### src/rtl/core/erxaf_pkg.sv
// ----------------------------------------------------------------------------
// Ethernet receive address filter package
// Shared types and constants for the receive destination-address filter.
// ----------------------------------------------------------------------------
package erxaf_pkg;

	localparam int MAX_FRAME_DEF = 1536;
	localparam int HDR_LEN       = 14;
	localparam int ADDR_LEN      = 6;
	localparam int LEN_W         = 11;
	localparam logic [7:0] BCAST_BYTE = 8'hFF;

	// Register byte addresses (8 bytes per register).
	localparam logic [3:0] ADDR_STATION = 4'h0;

	// One received byte as held in the input stage.
	typedef struct packed {
		logic [7:0] rx_byte;
		logic       frame_last;
	} erxaf_item_t;

	// One result request toward the output stage.
	typedef struct packed {
		logic             has_byte;
		logic [7:0]       payload_byte;
		logic             frame_end;
		logic             accepted;
		logic [LEN_W-1:0] payload_length;
	} erxaf_result_t;

endpackage

### src/rtl/core/erxaf_in_stage.sv
// ----------------------------------------------------------------------------
// Input stage
// Registers one received byte per request and holds it until the core takes it.
// ----------------------------------------------------------------------------
module erxaf_in_stage (
	input  logic                  clk,
	input  logic                  arst_n,
	input  logic                  s_tvalid,
	output logic                  s_tready,
	input  logic [7:0]            s_tdata,   // [7:0] rx_byte
	input  logic                  s_tlast,   // frame_last
	input  logic                  take,
	output logic                  valid_s1,
	output erxaf_pkg::erxaf_item_t item_s1
);

	logic load;

	assign s_tready = !valid_s1 || take;
	assign load     = s_tvalid && s_tready;

	always_ff @(posedge clk or negedge arst_n) begin
		if (!arst_n) begin
			valid_s1 <= 1'b0;
		end else if (load) begin
			valid_s1 <= 1'b1;
		end else if (take) begin
			valid_s1 <= 1'b0;
		end
	end

	always_ff @(posedge clk) begin
		if (load) begin
			item_s1.rx_byte    <= s_tdata;
			item_s1.frame_last <= s_tlast;
		end
	end

endmodule

### src/rtl/core/erxaf_filter_core.sv
// ----------------------------------------------------------------------------
// Filter core
// Per-frame byte counter and address match flags, with the result decision.
// ----------------------------------------------------------------------------
module erxaf_filter_core #(
	parameter int MAX_FRAME = erxaf_pkg::MAX_FRAME_DEF
) (
	input  logic                    clk,
	input  logic                    arst_n,
	input  logic [47:0]             station_address,
	input  logic                    valid_s1,
	input  erxaf_pkg::erxaf_item_t  item_s1,
	input  logic                    out_free,
	output logic                    take,
	output logic                    produce,
	output erxaf_pkg::erxaf_result_t result
);

	localparam int PW = $clog2(MAX_FRAME + 1);
	localparam int LW = (PW > erxaf_pkg::LEN_W) ? PW : erxaf_pkg::LEN_W;

	logic [PW-1:0] byte_position_q;
	logic          broadcast_match_q;
	logic          station_match_q;

	logic [PW-1:0] pos_next;
	logic          bm_next;
	logic          sm_next;
	logic          counted;
	logic          in_addr;
	logic          emit;
	logic          ok;
	logic [7:0]    own_byte;
	logic [LW-1:0] len_diff;

	always_comb begin
		unique case (byte_position_q[2:0])
			3'd0:    own_byte = station_address[47:40];
			3'd1:    own_byte = station_address[39:32];
			3'd2:    own_byte = station_address[31:24];
			3'd3:    own_byte = station_address[23:16];
			3'd4:    own_byte = station_address[15:8];
			3'd5:    own_byte = station_address[7:0];
			default: own_byte = 8'h00;
		endcase
	end

	always_comb begin
		counted  = byte_position_q < PW'(MAX_FRAME);
		in_addr  = byte_position_q < PW'(erxaf_pkg::ADDR_LEN);
		pos_next = counted ? byte_position_q + PW'(1) : byte_position_q;
		bm_next  = broadcast_match_q;
		sm_next  = station_match_q;
		if (counted && in_addr) begin
			if (item_s1.rx_byte != erxaf_pkg::BCAST_BYTE) begin
				bm_next = 1'b0;
			end
			if (item_s1.rx_byte != own_byte) begin
				sm_next = 1'b0;
			end
		end
		emit = counted && (byte_position_q >= PW'(erxaf_pkg::HDR_LEN)) &&
			(broadcast_match_q || station_match_q);
		ok = (bm_next || sm_next) && (pos_next >= PW'(erxaf_pkg::HDR_LEN));
		len_diff = LW'(pos_next) - LW'(erxaf_pkg::HDR_LEN);

		produce = emit || item_s1.frame_last;
		// Bytes without a result never wait on the output register.
		take    = valid_s1 && (out_free || !produce);

		result.has_byte       = emit;
		result.payload_byte   = emit ? item_s1.rx_byte : 8'h00;
		result.frame_end      = item_s1.frame_last;
		result.accepted       = item_s1.frame_last && ok;
		result.payload_length = (item_s1.frame_last && ok) ?
			len_diff[erxaf_pkg::LEN_W-1:0] : '0;
	end

	always_ff @(posedge clk or negedge arst_n) begin
		if (!arst_n) begin
			byte_position_q   <= '0;
			broadcast_match_q <= 1'b1;
			station_match_q   <= 1'b1;
		end else if (take) begin
			if (item_s1.frame_last) begin
				byte_position_q   <= '0;
				broadcast_match_q <= 1'b1;
				station_match_q   <= 1'b1;
			end else begin
				byte_position_q   <= pos_next;
				broadcast_match_q <= bm_next;
				station_match_q   <= sm_next;
			end
		end
	end

endmodule

### src/rtl/core/erxaf_out_stage.sv
// ----------------------------------------------------------------------------
// Output stage
// Result register toward the master-side stream.
// ----------------------------------------------------------------------------
module erxaf_out_stage (
	input  logic                     clk,
	input  logic                     arst_n,
	input  logic                     load,
	input  erxaf_pkg::erxaf_result_t result,
	output logic                     out_free,
	output logic                     m_tvalid,
	input  logic                     m_tready,
	output logic [23:0]              m_tdata,  // [7:0] payload_byte, [18:8] payload_length
	output logic [1:0]               m_tuser,  // [0] has_byte, [1] accepted
	output logic                     m_tlast   // frame_end
);

	erxaf_pkg::erxaf_result_t res_q;

	assign out_free = !m_tvalid || m_tready;

	always_ff @(posedge clk or negedge arst_n) begin
		if (!arst_n) begin
			m_tvalid <= 1'b0;
		end else if (load) begin
			m_tvalid <= 1'b1;
		end else if (m_tready) begin
			m_tvalid <= 1'b0;
		end
	end

	always_ff @(posedge clk) begin
		if (load) begin
			res_q <= result;
		end
	end

	assign m_tdata = {5'b0, res_q.payload_length, res_q.payload_byte};
	assign m_tuser = {res_q.accepted, res_q.has_byte};
	assign m_tlast = res_q.frame_end;

endmodule

### src/rtl/core/ethernet_rx_address_filter.sv
// ----------------------------------------------------------------------------
// Ethernet receive destination-address filter
// Checks the destination address of each received frame against broadcast and
// the station address, strips the header and passes on payload bytes.
// ----------------------------------------------------------------------------
// A byte is registered in the input stage; its result then loads the result register when that is free.
// Throughput: one byte per cycle while the result register is not stalled, set by the single input and result register.
// Bytes that cause no result never stall on the output register.
// Reset: arst_n clears the frame state and station address at once.
module ethernet_rx_address_filter #(
	parameter int MAX_FRAME = erxaf_pkg::MAX_FRAME_DEF
) (
	input  logic        clk,
	input  logic        arst_n,
	input  logic        psel,
	input  logic        penable,
	input  logic        pwrite,
	input  logic [3:0]  paddr,
	input  logic [63:0] pwdata,
	output logic [63:0] prdata,
	output logic        pready,
	input  logic        s_tvalid,
	output logic        s_tready,
	input  logic [7:0]  s_tdata,   // [7:0] rx_byte
	input  logic        s_tlast,   // frame_last
	output logic        m_tvalid,
	input  logic        m_tready,
	output logic [23:0] m_tdata,   // [7:0] payload_byte, [18:8] payload_length
	output logic [1:0]  m_tuser,   // [0] has_byte, [1] accepted
	output logic        m_tlast    // frame_end
);

	logic [47:0]              station_address_q;
	logic                     take;
	logic                     produce;
	logic                     valid_s1;
	logic                     out_free;
	erxaf_pkg::erxaf_item_t   item_s1;
	erxaf_pkg::erxaf_result_t result;

	assign pready = 1'b1;

	always_ff @(posedge clk or negedge arst_n) begin
		if (!arst_n) begin
			station_address_q <= '0;
		end else if (psel && penable && pwrite && pready &&
			(paddr[3] == erxaf_pkg::ADDR_STATION[3])) begin
			station_address_q <= pwdata[47:0];
		end
	end

	assign prdata = (paddr[3] == erxaf_pkg::ADDR_STATION[3]) ?
		{16'b0, station_address_q} : 64'b0;

	erxaf_in_stage u_in (
		.clk      (clk),
		.arst_n   (arst_n),
		.s_tvalid (s_tvalid),
		.s_tready (s_tready),
		.s_tdata  (s_tdata),
		.s_tlast  (s_tlast),
		.take     (take),
		.valid_s1 (valid_s1),
		.item_s1  (item_s1)
	);

	erxaf_filter_core #(
		.MAX_FRAME (MAX_FRAME)
	) u_core (
		.clk             (clk),
		.arst_n          (arst_n),
		.station_address (station_address_q),
		.valid_s1        (valid_s1),
		.item_s1         (item_s1),
		.out_free        (out_free),
		.take            (take),
		.produce         (produce),
		.result          (result)
	);

	erxaf_out_stage u_out (
		.clk      (clk),
		.arst_n   (arst_n),
		.load     (take && produce),
		.result   (result),
		.out_free (out_free),
		.m_tvalid (m_tvalid),
		.m_tready (m_tready),
		.m_tdata  (m_tdata),
		.m_tuser  (m_tuser),
		.m_tlast  (m_tlast)
	);

endmodule

### config.mk
export PLATFORM = sky130hd
export DESIGN_NAME = ethernet_rx_address_filter
export DESIGN_NICKNAME = d
export VERILOG_FILES = /design/src/rtl/core/erxaf_pkg.sv /design/src/rtl/core/erxaf_in_stage.sv /design/src/rtl/core/erxaf_filter_core.sv /design/src/rtl/core/erxaf_out_stage.sv /design/src/rtl/core/ethernet_rx_address_filter.sv
export SDC_FILE = /design/constraint.sdc
export NUM_CORES = 1
export LEC_CHECK = 0
export BUFFER_PORTS_ARGS = -buffer_cell sky130_fd_sc_hd__buf_2
export CORE_MARGIN = 2
export CORE_UTILIZATION = 29
export DETAILED_ROUTE_END_ITERATION = 10
export GPL_TIMING_DRIVEN = 0
export SYNTH_ARGS = -nofsm -noshare
export SYNTH_HDL_FRONTEND = slang
export SYNTH_SLANG_ARGS = --single-unit
### constraint.sdc
create_clock -name clk -period 9.15 [get_ports clk]
set_clock_uncertainty 0.2 [all_clocks]
set_input_delay 1.83 -clock clk [delete_from_list [all_inputs] [get_ports clk]]
set_output_delay 1.83 -clock clk [all_outputs]
set_load 0.05 [all_outputs]
==> results.ini <==
[run_status]
outcome = finished, final reports clean

[grt]
grt_usage_pct = 15.7
grt_pass1_wl_um = 21700
antenna_found_initial = 1
overflow = 0
grt_max_degree = 64
first_global_vias = 3920

[synth]
synth_top_cell_by_area = dfrtp_1
netlist_area_sq_um = 5050
synth_area_per_cell_sq_um = 11.0
ys_ff_latch = 94
syn_inst = 459
synth_common_cells = 61 x dfrtp_1, 52 x mux2_2, 51 x nor2b_1
synth-edff-count = 31
synth_area_leaders = dfrtp_1 30%, edfxtp_1 18%, mux2_2 12%
synth_cell_types = 50
yosysWarnings = 0
async_flop_share_pct = 67.0
ys_seq_area_share_pct = 49.7
synth.top_cell.area_share_pct = 30.2
yosysMostFrequentCell = dfrtp_1
ys.flop_type = dfrtp_1

[routing]
wl_per_cell_um = 16.3
dr.pass1.iters = 4
vias = 3938
wirelength_um = 14000
via_per_inst = 4.58
drtAntennaViolNets = 0
drt_iter0_drc = 254
drc = 0

[timing]
rsz0062_at_grt = false
worst_slew_pin_slew_ns = 0.841
timing.final.max_slew_violations = 0
relSlewSlack_pct = 44.0
layout_min_cycle_time_ns = 5.37
fmax_mhz = 186
period_share_pct = 58.7
setup_viol = 0
tns_ns = 0
hold_viol = 0
worst_hold_slack_ns = 0.294

[critical_path]
crit_start = paddr[3]
crit_family = buffers and inverters
path_cells = buf_2, clkbuf_1, clkbuf_1, nor2b_1, buf_2
worstPathArrival_ns = 3.34
cp_max_fo = 10
critPathSlowestCell = clkbuf_1
start_kind = input pin
worstSetupEndpointType = primary output
r2r_start = u_core.byte_position_q[2]
crit_path_max_incr_delay_ns = 0.50
critPathKind = in -> out
cp.required_ns = 7.12
crit_buf_inv = 4

[clocking]
clk_latency_ns = 0.35
cts_htree_levels = 3
postCtsSetupBuffers = 0
root_buffer = clkbuf_16
clk_path_buf_depth = 2
cts_tree = yes
hold_buffers = 0
ctsResizeCount = 0
cts_buffers = 9
path_clk_slew_ns = 0.07
clock-sinks = 94

[final_layout]
nNetsFinal = 717
drive_above_1_share_pct = 37.7
area_growth_pct = 26.5
finalInstanceArea_sq_um = 6390
fill_cells = 1771

[power_and_ir_drop]
p_per_area_nw_per_um2 = 205
p_leak_nw = 2.85
seqPwrFrac_pct = 41.6
p_int_uw = 825
swShare_pct = 37.0
combinationalPowerShare_pct = 31.7
p_clk_share_pct = 26.8
switchingPower_uw = 485
vdd_drop_max_mv = 0.103

[floorplan]
rows = 48
start_util_pct = 29.4
die_w_um = 136
dieArea_sq_um = 18500
die_h_um = 136
coreArea_sq_um = 17200
ios = 178

[placement]
gp_congestion = 0.871
port_buffers = 136
dp_hpwl_um = 10800
placed_cell_area_sq_um = 6110

[min_path]
hp-start = u_core.broadcast_match_q
hp-class = reg -> reg

[flow_run]
drv_cap = 0

worst paths after layout:
kind                                                  end  depth (start not counted)  slack (ns)
worst max register to register          u_out.m_tdata[14]                         15        5.20
max in group asynchronous           station_address_q[26]                          1        6.82
worst min register to register   u_core.broadcast_match_q                          2        0.29
worst min-delay path             u_core.broadcast_match_q                          2        0.29
worst max-delay path                           prdata[39]                          5        3.78
min in group asynchronous       u_core.byte_position_q[7]                          1        1.39
logic make-up (layout without fill, tap and decap cells):
kind of cell	after synthesis	after routing	share of synthesized area (%)
compound gates	77	77	10.6
xor+xnor	18	18	3.12
fa+ha+maj	6	6	1.49
buf+inv	61	214	6.64
flops	94	94	49.7
mux	54	54	12.0
other cells	2	24	0.149
simple gates	147	147	16.4
power by group through the flow:
stage | Clock (mW) | Sequential (mW) | Combinational [mW]
finish | 0.350 | 0.545 | 0.415
global route | 0.381 | 0.554 | 0.447
floorplan | 0 | 0.547 | 0.299
global placement | 0 | 0.553 | 0.414
detailed placement | 0 | 0.555 | 0.418
CTS | 0.361 | 0.546 | 0.420
worst register-to-register path, delay by kind of cell, from the launching register on:
kind	cells	cell delay (ns)
AO/OA/AOI/OAI	2	0.51
flip-flops	1	0.43
buffers and inverters	5	1.22
adder cells (fa/ha/maj)	2	0.53
AND/OR/NAND/NOR	6	0.83
area by class of cell:
cell class | count | area (sq um) | share of cell area, %
plain buffers | 50 | 294 | 4.60
diodes | 2 | 5.00 | 0.0783
clock inverters | 6 | 46.3 | 0.724
inverters | 11 | 41.3 | 0.646
flip-flops and latches | 94 | 2510 | 39.3
multi-input cells | 324 | 2290 | 35.8
repair buffers | 137 | 698 | 10.9
clock buffers | 10 | 229 | 3.58
well taps | 225 | 282 | 4.40
layer usage:
layer | vias up | routed length (um) | global-route usage (%) | part of all wire, %
met3 | 12 | 852 | 4.40 | 6.1
met4 | 0 | 140 | 3.82 | 1.0
li1 | 1930 | - | - | -
met2 | 124 | 6780 | 26.4 | 48
met5 | - | 0 | 0 | 0
met1 | 1872 | 6220 | 19.8 | 44
sequential cells by signal, summed over array words and instances (netlist names):
name and cells:
u_out.m_tuser 2, u_out.m_tlast 1, u_out.m_tdata 19, u_in.item_s1 9, u_core.station_match_q 1, u_out.m_tvalid 1, u_core.byte_position_q 11, u_core.broadcast_match_q 1
station_address_q 48, u_in.valid_s1 1
placed cells by master (no fill, tap or decap), types with 4 or more instances in the layout:
master / Yosys / layout
a21oi_1: 13 / 13
a221oi_1: 9 / 9
a22oi_1: 7 / 7
a31oi_1: 7 / 7
and2_1: 12 / 12
buf_2: 1 / 136
buf_4: 22 / 23
clkbuf_1: 21 / 22
clkbuf_16: 0 / 9
conb_1: 2 / 22
dfrtp_1: 61 / 61
edfxtp_1: 31 / 31
ha_1: 6 / 6
inv_1: 11 / 11
mux2_2: 52 / 52
nand2_1: 19 / 19
nand3_1: 10 / 10
nand4_1: 6 / 6
nand4b_1: 4 / 4
nor2_1: 25 / 24
nor2b_1: 51 / 51
nor3_1: 5 / 5
o21ai_0: 20 / 20
o31ai_1: 4 / 4
xnor2_1: 12 / 12
xor2_1: 6 / 6
metrics by stage:
step	cells	setup slack (ns)	power (mW)	util (%)
after floorplan	479	4.18	0.847	-
after global placement	840	3.77	0.967	35.5
after detailed placement	841	3.75	0.972	35.6
after CTS	857	3.75	1.33	37.2
after global routing	857	3.60	1.38	37.2
final	859	3.78	1.31	37.2
Note: power is estimated with default switching activity, not from simulation.
